### src/sv/rth_pkg.sv
// ----------------------------------------------------------------------------
// rth_pkg - shared types and constants for the ray/triangle hit test
// Register indexes of the configuration port, fixed field widths and the
// latency of the pipelined multiplier.
// ----------------------------------------------------------------------------
package rth_pkg;

    localparam int ORG_W   = 32;   // ray origin, signed Q16.16
    localparam int DIR_W   = 18;   // ray direction, signed Q2.16
    localparam int EPS_W   = 16;   // near-zero limit, unsigned Q0.16
    localparam int CFG_W   = 32;   // widest register
    localparam int CFG_IDX_W = 3;

    // partial products are cut into limbs of this width
    localparam int LIMB_W  = 32;
    // operand, partial product, sum and sign stages of rth_mul
    localparam int MUL_LAT = 4;

    typedef enum logic [CFG_IDX_W-1:0] {
        CFG_ORG_X = 3'd0,
        CFG_ORG_Y = 3'd1,
        CFG_ORG_Z = 3'd2,
        CFG_DIR_X = 3'd3,
        CFG_DIR_Y = 3'd4,
        CFG_DIR_Z = 3'd5,
        CFG_EPS   = 3'd6
    } t_cfg_idx;

endpackage

### src/sv/rth_mul.sv
// ----------------------------------------------------------------------------
// rth_mul - pipelined exact signed multiplier
// Sign and magnitude split, 32x32 limb partial products, shifted sum and
// sign restore, one register stage each. Advances only while i_en is high.
// ----------------------------------------------------------------------------
module rth_mul
    import rth_pkg::*;
#(
    parameter int AW = 33,
    parameter int BW = 33
) (
    input  logic                     i_clk,
    input  logic                     i_en,
    input  logic signed [AW-1:0]     i_a,
    input  logic signed [BW-1:0]     i_b,
    output logic signed [AW+BW-1:0]  o_p
);

    localparam int NA = (AW + LIMB_W - 1) / LIMB_W;
    localparam int NB = (BW + LIMB_W - 1) / LIMB_W;
    localparam int SW = (NA + NB) * LIMB_W;
    localparam int PW = AW + BW;

    logic [AW-1:0]            a_abs;
    logic [BW-1:0]            b_abs;
    logic [NA*LIMB_W-1:0]     r_ma;
    logic [NB*LIMB_W-1:0]     r_mb;
    logic                     r_s1;
    logic [2*LIMB_W-1:0]      r_pp [NA*NB];
    logic                     r_s2;
    logic [SW-1:0]            acc;
    logic [PW-1:0]            r_sum;
    logic                     r_s3;
    logic signed [PW-1:0]     r_p;

    assign a_abs = i_a[AW-1] ? AW'(-i_a) : AW'(i_a);
    assign b_abs = i_b[BW-1] ? BW'(-i_b) : BW'(i_b);

    always_comb begin
        acc = '0;
        for (int i = 0; i < NA; i++) begin
            for (int j = 0; j < NB; j++) begin
                acc = acc + (SW'(r_pp[i*NB+j]) << (LIMB_W * (i + j)));
            end
        end
    end

    always_ff @(posedge i_clk) begin
        if (i_en) begin
            r_ma <= (NA*LIMB_W)'(a_abs);
            r_mb <= (NB*LIMB_W)'(b_abs);
            r_s1 <= i_a[AW-1] ^ i_b[BW-1];
            for (int i = 0; i < NA; i++) begin
                for (int j = 0; j < NB; j++) begin
                    r_pp[i*NB+j] <= (2*LIMB_W)'(r_ma[i*LIMB_W +: LIMB_W])
                                  * (2*LIMB_W)'(r_mb[j*LIMB_W +: LIMB_W]);
                end
            end
            r_s2  <= r_s1;
            r_sum <= acc[PW-1:0];
            r_s3  <= r_s2;
            r_p   <= r_s3 ? -$signed(r_sum) : $signed(r_sum);
        end
    end

    assign o_p = r_p;

endmodule

### config.mk
export PLATFORM = sky130hd
export DESIGN_NAME = rth_mul
export DESIGN_NICKNAME = d
export VERILOG_FILES = /design/src/sv/rth_pkg.sv /design/src/sv/rth_mul.sv
export SDC_FILE = /design/constraint.sdc
export NUM_CORES = 2
export LEC_CHECK = 0
export BUFFER_PORTS_ARGS = -buffer_cell sky130_fd_sc_hd__buf_2
export CAP_MARGIN = 20
export CORE_ASPECT_RATIO = 0.5
export CORE_MARGIN = 4
export CORE_UTILIZATION = 65
export CTS_CLUSTER_SIZE = 10
export DETAILED_ROUTE_END_ITERATION = 10
export PLACE_DENSITY = 0.83
export SKIP_LAST_GASP = 1
export SLEW_MARGIN = 20
export SYNTH_ARGS = -nofsm -noshare
export SYNTH_HDL_FRONTEND = slang
export SYNTH_SLANG_ARGS = --single-unit
### constraint.sdc
create_clock -name i_clk -period 14.5 [get_ports i_clk]
set_input_delay 0.725 -clock i_clk [delete_from_list [all_inputs] [get_ports i_clk]]
set_output_delay 0.725 -clock i_clk [all_outputs]
set_load 0.05 [all_outputs]
==> results.py <==
metrics = {
    "status": {
        "outcome": "finished, final reports clean",
    },
    "global_routing": {
        "antenna_found_initial": 12,
        "use_met2_pct": 48.1,
        "grt_usage_pct": 34.4,
        "use_met1_pct": 49.2,
        "grt_util_met3_pct": 15.3,
        "grt-busiest-layer": "met1",
        "overflow": 0,
        "grt_max_degree": 98,
        "grt_pass1_vias": 37000,
        "grt_pass1_wl_um": 210000,
    },
    "critical_path": {
        "r2r_cells": 23,
        "crit_fanout": 17,
        "cp_slowest_cell": "edfxtp_1",
        "r2r_slack_ns": 5.94,
        "rr_endpoint": "r_pp[0][56]",
        "slowest_delay_ns": 0.76,
        "cp_top_family": "adder cells",
        "worst-endpoint-arrival_ns": 8.88,
        "r2r_start": "r_mb[8]",
        "path_cells": "buf_16 -> and2_1 -> fa_1 -> fa_1 -> inv_1 -> fa_1 -> fa_1 -> inv_1 -> fa_1 -> fa_1 -> fa_1 -> inv_1 -> fa_1 -> inv_1 -> ha_1 -> and3_1 -> nand2_1 -> or3_1 -> o31ai_1 -> a21boi_0 -> o21ai_0 -> a221oi_1 -> xnor2_1",
        "worstSetupEndpointType": "flip-flop",
        "cp-start-kind": "flip-flop",
        "path_common_cell": "fa_1",
        "crit_type": "flip-flop to flip-flop",
        "crit_required_ns": 14.82,
        "cp_num_buf_inv": 5,
    },
    "synthesis": {
        "synthArstFlopShare_pct": 0,
        "synth_top_area_share_pct": 38.1,
        "synthDistinctLibCells": 66,
        "syn_nets": 6102,
        "netlist_area_sq_um": 48800,
        "synthTopCellsByArea": "fa_1 (38%), edfxtp_1 (20%), and2_1 (8.5%)",
        "post-synth-top-area-cell": "fa_1",
        "ys_ff_latch": 330,
        "netlist_instances": 4807,
        "synth_edf_count": 330,
        "yosys_warnings": 0,
        "synthesis.area_per_instance_sq_um": 10.1,
        "ys.flop_type": "edfxtp_1",
        "seq_area_frac_synth_pct": 20.3,
    },
    "placement": {
        "gp_congestion": 1.01,
        "post-place-cells": 5774,
        "dp_hpwl_um": 99500,
        "portBuffers": 133,
    },
    "die": {
        "die_y_um": 202,
        "io_pins": 134,
        "rows": 70,
        "start_util_pct": 66.2,
        "die_x_um": 395,
        "coreArea_sq_um": 73700,
        "dieArea_sq_um": 79700,
    },
    "timing": {
        "final-hold-violation-count": 0,
        "worstMarginPinSlew_ns": 1.01,
        "post-route-period-util_pct": 59.0,
        "setup_viol": 0,
        "slew_headroom_pct": 32.5,
        "fmax_mhz": 117,
        "fin_tns_setup_ns": 0,
        "rsz0062_at_grt": "false",
        "post-route-min-period_ns": 8.56,
        "slew_violations": 0,
        "clock-skew-final_ns": 0.0575,
    },
    "flow_run": {
        "max_cap_viol_count": 0,
    },
    "layout": {
        "area_delta_synth_final_pct": 5.49,
        "layout_common_cells": "fa_1 (929), inv_1 (911), and2_1 (665), nand2_1 (543), edfxtp_1 (330)",
        "fin_cells": 5826,
        "fin_nets": 6102,
        "post-route-util_pct": 69.8,
        "final_common_cell": "fa_1",
        "drive_gt1_share_pct": 5.70,
    },
    "min_path": {
        "hp-start": "i_b[0]",
        "whs_path_depth": 1,
        "holdPathEnd": "r_mb[0]",
        "hp-class": "input pin to flip-flop",
    },
    "route": {
        "routedWlPerCell_um": 23.0,
        "antenna_left": 0,
        "drc_errors": 0,
        "first_iter_violations": 3719,
        "vias_per_cell": 5.98,
        "firstDrtPassIters": 5,
        "num_vias": 34800,
        "wl_um": 134000,
    },
    "clock_network": {
        "cts_resized": 0,
        "clk_latency_ns": 0.60,
        "ctsLongestPathBuffers": 3,
        "cts_sinks": 330,
        "path_clk_slew_ns": 0.06,
        "cts-buffers-inserted": 39,
        "cts_max_level": 2,
        "post_cts_buffers": 0,
        "cts-root-buf": "clkbuf_16",
        "hold_buffers": 0,
        "cts_tree": "yes",
    },
}
-- flip-flops by register name, summed over array words and instances (netlist names) --
| signal | cells |
|---|---|
| r_ma | 33 |
| r_sum | 66 |
| r_s2 | 1 |
| r_mb | 33 |
| r_pp | 129 |
| r_s3 | 1 |
| o_p | 66 |
| r_s1 | 1 |
-- per-layer routing --
layer / up-vias / part of all wire, %
met5: - / 0.025
met4: 6 / 3.1
met3: 330 / 17
met2: 2484 / 41
met1: 17300 / 39
li1: 14800 / -
-- synth_stat cells, types with 4 or more instances --
cell      count
a211o_1       4
a211oi_1      6
a21boi_0      6
a21o_1       38
a21oi_1     110
a31oi_1      12
and2_1      665
and3_1       12
clkbuf_1    243
edfxtp_1    330
fa_1        929
ha_1        298
inv_1       911
nand2_1     543
nand2b_1     18
nand3_1      29
nand3b_1      6
nand4_1      25
nor2_1       74
nor2b_1       9
nor3_1       19
nor3b_1       6
nor4_1       11
o21a_1       16
o21ai_0     108
o21bai_1     17
o31ai_1      30
o41ai_1      22
or2_2         7
or3_1        18
or3_4         4
or4_1        13
xnor2_1     180
xor2_1       33
-- layout make-up --
class | count | area, sq um
tap | 1008 | 1260
antenna | 7 | 17.5
timing repair buffer | 205 | 1280
inverter | 911 | 3420
clock buffer | 40 | 980
fill | 5309 | 22200
clock inverter | 5 | 61.3
multi-input combinational | 3320 | 34500
sequential | 330 | 9910
-- how the worst max path moves through the flow --
| stage | startpoint | endpoint | cells after the start |
|---|---|---|---|
| floorplan | r_mb[2] | r_pp[0][60] | 23 |
| global placement | r_mb[8] | r_pp[0][56] | 22 |
| detailed placement | r_mb[9] | r_pp[0][56] | 23 |
| CTS | r_mb[9] | r_pp[0][56] | 23 |
| global route | r_mb[9] | r_pp[0][56] | 23 |
| finish | r_mb[8] | r_pp[0][56] | 23 |
-- cell families (layout without fill, tap and decap cells) --
| kind of cell | after synthesis | after routing | share of synthesized area (%) |
|---|---|---|---|
| buf+inv | 1157 | 1161 | 8.91 |
| fa+ha+maj | 1227 | 1227 | 45.8 |
| xor+xnor | 213 | 213 | 3.83 |
| other cells | 0 | 7 | 0 |
| compound gates | 405 | 405 | 5.28 |
| flops | 330 | 330 | 20.3 |
| simple gates | 1473 | 1473 | 15.8 |
| mux | 2 | 2 | 0.0411 |
-- metrics by stage --
| stage | worst slack (ns) | cell area, sq um | hold WS, ns |
|---|---|---|---|
| after floorplan | 7.16 | 48800 | 0.400 |
| after global placement | 5.88 | 50300 | 0.402 |
| after detailed placement | 6.05 | 50400 | 0.405 |
| after CTS | 6.04 | 51400 | 0.335 |
| after global routing | 5.69 | 51400 | 0.349 |
| final | 5.94 | 51400 | 0.357 |
Power is left out: the tool's default activity adds up to more than one toggle a clock period on the data nets, which glitch-free logic cannot reach.
